## src/hdl/dcd_pkg.sv

```systemverilog
// Shared types, constants and the month length table for the day count converter.
`default_nettype none

package dcd_pkg;

  // Calendar limits
  localparam logic [11:0] FIRST_YEAR  = 12'd1900;
  localparam logic [11:0] LAST_YEAR   = 12'd2099;
  localparam logic signed [17:0] LAST_SERIAL = 18'sd73049;
  localparam logic [8:0]  LEAP_DAYS   = 9'd366;
  localparam logic [8:0]  COMMON_DAYS = 9'd365;
  localparam logic [3:0]  LAST_MONTH  = 4'd12;
  // 1900 is year 0 of its century and year 300 of its 400-year cycle
  localparam logic [6:0]  START_MOD100 = 7'd0;
  localparam logic [8:0]  START_MOD400 = 9'd300;

  // Microprogram step addresses
  typedef logic [2:0] step_t;
  localparam step_t ST_IDLE  = 3'd0;
  localparam step_t ST_LOW   = 3'd1;
  localparam step_t ST_HIGH  = 3'd2;
  localparam step_t ST_YEAR  = 3'd3;
  localparam step_t ST_MONTH = 3'd4;
  localparam step_t ST_MIN   = 3'd5;
  localparam step_t ST_MAX   = 3'd6;
  localparam step_t ST_OUT   = 3'd7;

  // Jump conditions
  typedef enum logic [2:0] {
    COND_ALWAYS,
    COND_START,
    COND_NONPOS,
    COND_OVER,
    COND_YEAR_END,
    COND_MONTH_END
  } cond_t;

  // Datapath operations
  typedef enum logic [2:0] {
    OP_NOP,
    OP_LOAD,
    OP_SUB_YEAR,
    OP_SUB_MONTH,
    OP_SET_MIN,
    OP_SET_MAX
  } op_t;

  // One microcode word
  typedef struct packed {
    cond_t cond;
    op_t   op_true;
    op_t   op_false;
    step_t next_true;
    step_t next_false;
  } ctrl_word_t;

  // Status flags from datapath to sequencer
  typedef struct packed {
    logic nonpos;
    logic over;
    logic year_end;
    logic month_end;
  } dp_status_t;

  // Days in a month, month 1..12
  function automatic logic [4:0] month_len(input logic [3:0] month, input logic leap);
    logic [4:0] len;
    begin
      case (month)
        4'd2:                      len = leap ? 5'd29 : 5'd28;
        4'd4, 4'd6, 4'd9, 4'd11:   len = 5'd30;
        default:                   len = 5'd31;
      endcase
      return len;
    end
  endfunction

endpackage

`default_nettype wire

```

## src/hdl/dcd_seq.sv

```systemverilog
// Microcode sequencer: step counter, control store and conditional jumps.
`default_nettype none

module dcd_seq
  import dcd_pkg::*;
(
  input  wire        clk,
  input  wire        rst,
  input  wire        start,
  input  dp_status_t status,
  output op_t        op,
  output logic       busy,
  output logic       done
);

  step_t      step;
  step_t      step_next;
  ctrl_word_t word;
  logic       taken;

  // Control store
  function automatic ctrl_word_t rom_word(input step_t s);
    ctrl_word_t w;
    begin
      case (s)
        ST_IDLE:  w = '{COND_START,     OP_LOAD,  OP_NOP,       ST_LOW,   ST_IDLE};
        ST_LOW:   w = '{COND_NONPOS,    OP_NOP,   OP_NOP,       ST_MIN,   ST_HIGH};
        ST_HIGH:  w = '{COND_OVER,      OP_NOP,   OP_NOP,       ST_MAX,   ST_YEAR};
        ST_YEAR:  w = '{COND_YEAR_END,  OP_NOP,   OP_SUB_YEAR,  ST_MONTH, ST_YEAR};
        ST_MONTH: w = '{COND_MONTH_END, OP_NOP,   OP_SUB_MONTH, ST_OUT,   ST_MONTH};
        ST_MIN:   w = '{COND_ALWAYS,    OP_SET_MIN, OP_NOP,     ST_OUT,   ST_OUT};
        ST_MAX:   w = '{COND_ALWAYS,    OP_SET_MAX, OP_NOP,     ST_OUT,   ST_OUT};
        ST_OUT:   w = '{COND_ALWAYS,    OP_NOP,   OP_NOP,       ST_IDLE,  ST_IDLE};
        default:  w = '{COND_ALWAYS,    OP_NOP,   OP_NOP,       ST_IDLE,  ST_IDLE};
      endcase
      return w;
    end
  endfunction

  assign word = rom_word(step);

  // Condition select
  always_comb begin
    case (word.cond)
      COND_ALWAYS:    taken = 1'b1;
      COND_START:     taken = start;
      COND_NONPOS:    taken = status.nonpos;
      COND_OVER:      taken = status.over;
      COND_YEAR_END:  taken = status.year_end;
      COND_MONTH_END: taken = status.month_end;
      default:        taken = 1'b1;
    endcase
  end

  assign op        = taken ? word.op_true : word.op_false;
  assign step_next = taken ? word.next_true : word.next_false;

  // Step counter
  always_ff @(posedge clk) begin
    if (rst) begin
      step <= ST_IDLE;
    end else begin
      step <= step_next;
    end
  end

  assign busy = (step != ST_IDLE);
  assign done = (step == ST_OUT);

endmodule

`default_nettype wire

```

## src/hdl/dcd_dp.sv

```systemverilog
// Datapath: remaining day count, year and month registers with leap tracking.
`default_nettype none

module dcd_dp
  import dcd_pkg::*;
(
  input  wire         clk,
  input  wire  [17:0] day_count,
  input  op_t         op,
  output dp_status_t  status,
  output logic [11:0] year,
  output logic [3:0]  month,
  output logic [4:0]  day
);

  logic signed [17:0] rem;
  logic [6:0]         mod100;
  logic [8:0]         mod400;
  logic               leap;
  logic [8:0]         ylen;
  logic [4:0]         mlen;

  // Leap rule: by 400, or by 4 and not by 100
  assign leap = (mod400 == 9'd0) || ((mod100 != 7'd0) && (year[1:0] == 2'b00));
  assign ylen = leap ? LEAP_DAYS : COMMON_DAYS;
  assign mlen = month_len(month, leap);

  // Status for jumps
  assign status.nonpos    = rem[17] || (rem == 18'sd0);
  assign status.over      = rem > LAST_SERIAL;
  assign status.year_end  = (year == LAST_YEAR) || (rem <= $signed({9'd0, ylen}));
  assign status.month_end = (month == LAST_MONTH) || (rem <= $signed({13'd0, mlen}));

  // Working registers
  always_ff @(posedge clk) begin
    case (op)
      OP_LOAD: begin
        rem    <= $signed(day_count);
        year   <= FIRST_YEAR;
        month  <= 4'd1;
        mod100 <= START_MOD100;
        mod400 <= START_MOD400;
      end
      OP_SUB_YEAR: begin
        rem    <= rem - $signed({9'd0, ylen});
        year   <= year + 12'd1;
        mod100 <= (mod100 == 7'd99)  ? 7'd0 : mod100 + 7'd1;
        mod400 <= (mod400 == 9'd399) ? 9'd0 : mod400 + 9'd1;
      end
      OP_SUB_MONTH: begin
        rem   <= rem - $signed({13'd0, mlen});
        month <= month + 4'd1;
      end
      OP_SET_MIN: begin
        rem   <= 18'sd1;
        year  <= FIRST_YEAR;
        month <= 4'd1;
      end
      OP_SET_MAX: begin
        rem   <= 18'sd31;
        year  <= LAST_YEAR;
        month <= LAST_MONTH;
      end
      default: begin
      end
    endcase
  end

  assign day = rem[4:0];

endmodule

`default_nettype wire

```

## src/hdl/day_count_to_date.sv

```systemverilog
// Top level: serial day count to Gregorian date, microcoded.
//
//   channel   signals                              handshake
//   request   start, day_count                     taken when start & !busy
//   result    done, year_out, month_out, day_out   one-cycle strobe on done
//
// One request at a time. After the count is loaded the microprogram checks it
// against both ends of the range, then its year and month subtract loops take
// whole years and then whole months off the count before the result is shown;
// a count of zero or less, or past the end of 2099, is clamped instead.
// Synchronous reset returns the step counter to idle; no clearing pass.
// The result is shown for one cycle and cannot be held off.
`default_nettype none

module day_count_to_date
  import dcd_pkg::*;
(
  input  wire         clk,
  input  wire         rst,
  input  wire         start,
  input  wire  [17:0] day_count,
  output logic        busy,
  output logic        done,
  output logic [11:0] year_out,
  output logic [3:0]  month_out,
  output logic [4:0]  day_out
);

  op_t        op;
  dp_status_t status;

  // Sequencer
  dcd_seq u_seq (
    .clk    (clk),
    .rst    (rst),
    .start  (start),
    .status (status),
    .op     (op),
    .busy   (busy),
    .done   (done)
  );

  // Datapath
  dcd_dp u_dp (
    .clk       (clk),
    .day_count (day_count),
    .op        (op),
    .status    (status),
    .year      (year_out),
    .month     (month_out),
    .day       (day_out)
  );

endmodule

`default_nettype wire

```

## config.mk

```make
export PLATFORM = sky130hd
export DESIGN_NAME = day_count_to_date
export DESIGN_NICKNAME = d
export VERILOG_FILES = /design/src/hdl/dcd_pkg.sv /design/src/hdl/dcd_seq.sv /design/src/hdl/dcd_dp.sv /design/src/hdl/day_count_to_date.sv
export SDC_FILE = /design/constraint.sdc
export NUM_CORES = 1
export LEC_CHECK = 0
export BUFFER_PORTS_ARGS = -buffer_cell sky130_fd_sc_hd__buf_2
export CORE_MARGIN = 10
export CORE_UTILIZATION = 40
export DETAILED_ROUTE_END_ITERATION = 12
export PLACE_DENSITY = 0.62
export SLEW_MARGIN = 0
export SYNTH_ARGS = -nofsm -noshare
export SYNTH_HDL_FRONTEND = slang
export SYNTH_SLANG_ARGS = --single-unit
```

## constraint.sdc

```tcl
create_clock -name clk -period 13.35 [get_ports clk]
set_clock_uncertainty 0.2 [all_clocks]
set_input_delay 1.335 -clock clk [delete_from_list [all_inputs] [get_ports clk]]
set_output_delay 1.335 -clock clk [all_outputs]
set_load 0.05 [all_outputs]
```

* Yosys cells after proc, flatten, opt, wreduce, memory -nomap -nowiden *
Memory sizes are Yosys's and may differ from the RTL's. A register that Yosys moved wholly into a read port is not among the register bits.
Cells that the tools add are included.

operators by class
  reduce and logical (&&, ||, !) cells = 16
  $lt $le $gt $ge = 3
  $add $sub $neg = 6
  multiplexer cells = 14
  equality and inequality tests = 20

operators by type and width
  kind                                                   number
  case mux 18 bit (5 select lines)                       1
  case mux 12 bit (3 select lines)                       1
  greater-than comparator 18 bit, second input constant  1
  less-or-equal comparator 18 x 10 -> 1 bit              1
  less-or-equal comparator 18 x 6 -> 1 bit               1
  logical NOT 18 bit                                     1
  case mux 9 bit (2 select lines)                        1
  subtractor 18 x 10 -> 18 bit                           1
  subtractor 18 x 6 -> 18 bit                            1
  == test 3 bit, second input constant                   5
  case mux 7 bit (2 select lines)                        1
  adder 12 x 1 -> 12 bit, second input constant          1
  == test 12 bit, second input constant                  1
  == test 3 x 2 -> 1 bit, second input constant          4
  == test 4 bit, second input constant                   3
  case mux 4 bit (3 select lines)                        1
  case mux 5 bit (2 select lines)                        1
  adder 9 x 1 -> 9 bit, second input constant            1
  == test 9 bit, second input constant                   1
  logical NOT 9 bit                                      1
  two-way mux 3 bit                                      3
  two-way mux 9 bit                                      1
  nonzero test 3 bit                                     3
  == test 4 x 3 -> 1 bit, second input constant          2
  17 further kinds                                       21

word-level totals
  bits in registers = 53
  ROM bits = 104
  word-level logic and storage cells = 66
  memories = 1

memories
  memory            words  bits a word  rd ports  clocked after memory_dff  wr ports  RTL line       text
  (name not given)  8      13           1         1                         0         dcd_seq.sv:25  case (s)

* Longest topological paths before layout *
  word-level depth = 12
  depth in mapped cells = 20
  depth with buffers taken out = 19

* Hierarchy *
From an unflattened synthesis, not the netlist that was laid out.

second synthesis, totals
  cells, all modules = 475
  area total of the unflattened synthesis = 4458.0 um^2

by module, submodules not included
  module   cells each  area each (um^2)  sequential area each (um^2)  times used
  dcd_dp   402         3703.6            1501.4                       1
  dcd_seq  73          754.5             300.3                        1

* Least setup slack after synthesis *
Ideal clock, no wire load.

  kind = register to register
  start point = register u_dp.year[0]
  end point = register u_dp.rem[0] (enable)
  arrival time = 4635 ps
  cell stages (with the launch flop) = 16
  setup time = 418 ps
  buffers on the path = 0
  required time = 12732 ps
  clock period less this slack = 5253 ps
  slack = 8097 ps
  cells stage by stage = edfxtp_1 > inv_1 > ha_1 > a21oi_1 > nand2_1 > a21oi_1 > a21oi_1 > ha_1 > fa_1 > nand4b_1 > o211ai_1 > o41ai_1 > a31oi_1 > and4_1 > nor3_1 > o21ai_0

on the way
  longest elaborated chain between the ends = 11

ends and longest elaborated chain
  element                                         RTL line       text
  start: declaration                              dcd_dp.sv:11   output logic [11:0] year,
  start signal: assignment                        dcd_dp.sv:46   year <= year + 12'd1;
  logical NOT 2 bit                               dcd_dp.sv:24   assign leap = (mod400 == 9'd0) || ((mod100 != 7'd0) && (year[1:0] == 2'b00));
  logical AND 1 bit                               dcd_dp.sv:24
  logical OR 1 bit                                dcd_dp.sv:24
  two-way mux 1 bit                               dcd_pkg.sv:70  4'd2: len = leap ? 5'd29 : 5'd28;
  case mux 5 bit (2 select lines)                 dcd_pkg.sv:69  case (month)
  less-or-equal comparator 18 x 6 -> 1 bit        dcd_dp.sv:32   assign status.month_end = (month == LAST_MONTH) || (rem <= $signed({13'd0, mlen}));
  logical OR 1 bit                                dcd_dp.sv:32
  case mux 1 bit (5 select lines) *               dcd_seq.sv:44  case (word.cond)
  two-way mux 3 bit *                             dcd_seq.sv:55  assign op = taken ? word.op_true : word.op_false;
  == test 3 x 2 -> 1 bit (tied with other cells)  dcd_dp.sv:36   case (op)
  nonzero test 5 bit (no line) *                  n/a
  end signal: assignment                          dcd_dp.sv:38   rem <= $signed(day_count);
  end signal: assignment                          dcd_dp.sv:45   rem <= rem - $signed({9'd0, ylen});
  end signal: assignment                          dcd_dp.sv:51   rem <= rem - $signed({13'd0, mlen});
  end: declaration                                dcd_dp.sv:16   logic signed [17:0] rem;

Every way passes the cells marked *; elsewhere a longest branch is shown, timed or not.
A chain may end at the register's enable or synchronous reset.

* Worst setup path in the final report *
  start point = register u_dp.mod100[2]
  end point = register u_dp.year[1] (enable)

on the way
  longest elaborated chain between the ends = 12

ends and longest elaborated chain
  element                                                         RTL line       text
  start: declaration                                              dcd_dp.sv:17   logic [6:0] mod100;
  start signal: assignment                                        dcd_dp.sv:47   mod100 <= (mod100 == 7'd99) ? 7'd0 : mod100 + 7'd1;
  nonzero test 7 bit *                                            dcd_dp.sv:24
  logical AND 1 bit *                                             dcd_dp.sv:24
  logical OR 1 bit *                                              dcd_dp.sv:24
  two-way mux 1 bit                                               dcd_pkg.sv:70
  case mux 5 bit (2 select lines)                                 dcd_pkg.sv:69
  less-or-equal comparator 18 x 6 -> 1 bit                        dcd_dp.sv:32
  logical OR 1 bit                                                dcd_dp.sv:32
  case mux 1 bit (5 select lines) *                               dcd_seq.sv:44
  two-way mux 3 bit *                                             dcd_seq.sv:55
  == test 3 bit / == test 3 x 1 -> 1 bit (equally long branches)  dcd_dp.sv:36
  OR reduction 2 bit (no line)                                    n/a
  nonzero test 3 bit (no line) *                                  n/a

Marks and branches as above.

==> results.json <==
{
  "outcome": "finished, final reports clean",
  "wl_um": 9709,
  "overflow": 0,
  "wl_per_cell_um": 15.86,
  "hold_end": "u_seq.word[4]",
  "place_area_sq_um": 4501,
  "crit_family": "simple AND/OR/NAND/NOR gates",
  "required_ps": 13140,
  "antenna_cells": 0,
  "synthesis.nets": 482,
  "grt_pass1_vias": 3177,
  "synth_top_area_share_pct": 35.53,
  "core_sq_um": 10320,
  "worstMarginPinSlew_ps": 931.4,
  "ys_seq_area_share_pct": 42.64,
  "cts_setup_buffers": 0,
  "crit_type": "flip-flop to flip-flop",
  "crit_slowest_cell": "mux2i_1",
  "ant_nets": 0,
  "vias_per_cell": 5.348,
  "maxCapViolCount": 0,
  "synth_top_cell_by_area": "edfxtp_1",
  "rsz0062_at_grt": "false",
  "synthMostInstantiatedCell": "edfxtp_1",
  "ff2ff_path_depth": 15,
  "rrSetupSlack_ps": 7670,
  "crit_fanout": 16,
  "setup_viol": 0,
  "yosysWarnings": 0,
  "antenna_found_initial": 0,
  "syn_area_per_cell_sq_um": 9.603,
  "numCtsBuffers": 9,
  "clockBufferDepth": 2,
  "gp_congestion": 0.8299,
  "hold_viol_final": 0,
  "start_kind": "flip-flop",
  "fmax_ghz": 0.1761,
  "root_buffer": "clkbuf_8",
  "initial_core_util_pct": 40.93,
  "clkSlewWorstSetupHoldPaths_ps": 80,
  "r2r-start": "u_dp.mod100[2]",
  "die_h_um": 122.8,
  "setup_ws_ps": 7672,
  "cpMostUsedCell": "a21oi_1",
  "final_util_pct": 45.29,
  "worst-path-buf-inv": 0,
  "layout.nets": 513,
  "row_count": 37,
  "ys_ff_latch": 65,
  "pre_cts_slack_ps": 7658,
  "crit_chain": "nor3_1, nand3_1, a21oi_1, nand2_1, a21oi_1, a21oi_1, ha_1, fa_1, nand4b_1, o211ai_1, o41ai_1, a31oi_1, nand4_1, mux2i_1, nand2b_1",
  "hpwl_um": 7217,
  "hp-start": "u_seq.word[5]",
  "clk_latency_ps": 360,
  "end_kind": "flip-flop",
  "grt_pass1_wl_um": 15730,
  "cts.htree.levels": 3,
  "clkSinkCount": 65,
  "grt_max_degree": 41,
  "async_reset_ff_share_pct": 0,
  "cts_hold_buffers": 0,
  "dr.pass1.iters": 5,
  "cts_tree": "done",
  "syn2layout_area_growth_pct": 10.66,
  "r2r_end": "u_dp.year[1]",
  "finalMaxSlewViolations": 0,
  "io_pins": 44,
  "netlist_top_cells_area": "edfxtp_1 36%, dfxtp_1 7.1%, ha_1 5.6%",
  "die-area_sq_um": 15070,
  "syn_inst": 440,
  "synthTopCellsByCount": "50 x edfxtp_1, 47 x nor2_1, 29 x nand2_1, 29 x o21ai_0, 27 x inv_1",
  "fin_crit_sh_pct": 42.53,
  "drc_errors": 0,
  "cts-resized-gates": 0,
  "tns_ps": 0,
  "drive_gt1_share_pct": 15.13,
  "drtIter0Drc": 207,
  "io_buffers": 43,
  "die_w_um": 122.8,
  "hp-class": "flip-flop to flip-flop",
  "cpPeakStageDelay_ps": 930,
  "ys.flop_type": "edfxtp_1",
  "synth.distinct_cells": 57,
  "syn-cell-area_sq_um": 4225,
  "vias": 3273,
  "fin_area_sq_um": 4676,
  "max-slew-margin-rel_pct": 36.13,
  "synth_edf_count": 50,
  "arrival_ps": 5470,
  "finalCriticalPeriod_ps": 5678,
  "hold_depth": 2,
  "track_usage_pct": 13.10
}
-- cell families after synthesis --
| logic type | synth area share [%] |
|---|---|
| compound gates | 12.82 |
| xor+xnor | 7.877 |
| fa+ha+maj | 6.574 |
| buf+inv | 5.360 |
| flops | 42.64 |
| mux | 3.968 |
| simple gates | 20.76 |
-- flip-flops by register name, indices dropped and copies added (netlist names) --
signal,count
u_dp.mod100,7
u_dp.mod400,9
u_dp.year,12
u_dp.month,4
u_seq.word,12
u_dp.rem,18
u_seq.step,3
-- final cells by class --
| cell class | instances | area, sq um |
|---|---|---|
| Tap cell | 136 | 170.2 |
| Inverter | 27 | 101.3 |
| Multi-Input combinational cell | 323 | 2197 |
| Sequential cell | 65 | 1802 |
| Fill cell | 1005 | 5648 |
| Timing Repair Buffer | 45 | 230.2 |
| Clock buffer | 13 | 160.2 |
| Clock inverter | 3 | 15.01 |
-- worst register-to-register path, cell delays in order, from the launching register on --
cell and delay [ps]:
edfxtp_1 440, nor3_1 270, nand3_1 110, a21oi_1 330, nand2_1 100, a21oi_1 150, a21oi_1 60, ha_1 220
fa_1 400, nand4b_1 260, o211ai_1 220, o41ai_1 110, a31oi_1 350, nand4_1 600, mux2i_1 930, nand2b_1 580
-- placed cells by master, fill, tap and decap left out, drive strengths merged, types with 4 or more instances in the layout --
cell    synthesis  final
xnor2          21     21
nand2b         10     10
nand4           5      5
or2             5      5
nand2          29     29
o22ai          14     14
clkbuf         13     13
o21ai          29     29
nand3          14     14
nor2b           5      5
xor2           17     17
edfxtp         50     50
nor3            7      7
a31oi           4      4
nor2           48     48
a21oi          12     12
and2            5      5
inv            27     28
or3             6      6
and3           10     10
nor4            7      7
mux2i          13     13
dfxtp          15     15
buf            12     45
ha             19     19
-- worst max path at each step --
stage / from / endpoint / slack [ps] / cells past startpoint
after global placement: u_dp.mod100[2] / u_dp.year[5] / 8020 / 15
after floorplan: u_dp.year[0] / u_dp.rem[0] / 8100 / 15
after global routing: u_dp.mod100[2] / u_dp.year[0] / 7120 / 15
after detailed placement: u_dp.mod100[2] / u_dp.year[6] / 7660 / 15
after CTS: u_dp.mod100[2] / u_dp.year[4] / 7690 / 15
final: u_dp.mod100[2] / u_dp.year[1] / 7670 / 15
-- routing by layer --
layer,vias up,wire (um),GRT usage (%)
met5,-,0,0
met3,13,534,3.444
met1,1556,4599,16.77
li1,1627,-,-
met2,77,4384,20.18
met4,0,191,6.186
-- stage by stage --
step           std cells  hold WS [ps]
6_report             612         373.4
5_1_grt              612         415.0
4_1_cts              612         376.8
3_5_place_dp         596         359.4
2_1_floorplan        440         296.1
3_3_place_gp         596         367.3
Power is not shown: default switching activity piles up to over one toggle a cycle in this logic, so the estimate is an artifact.
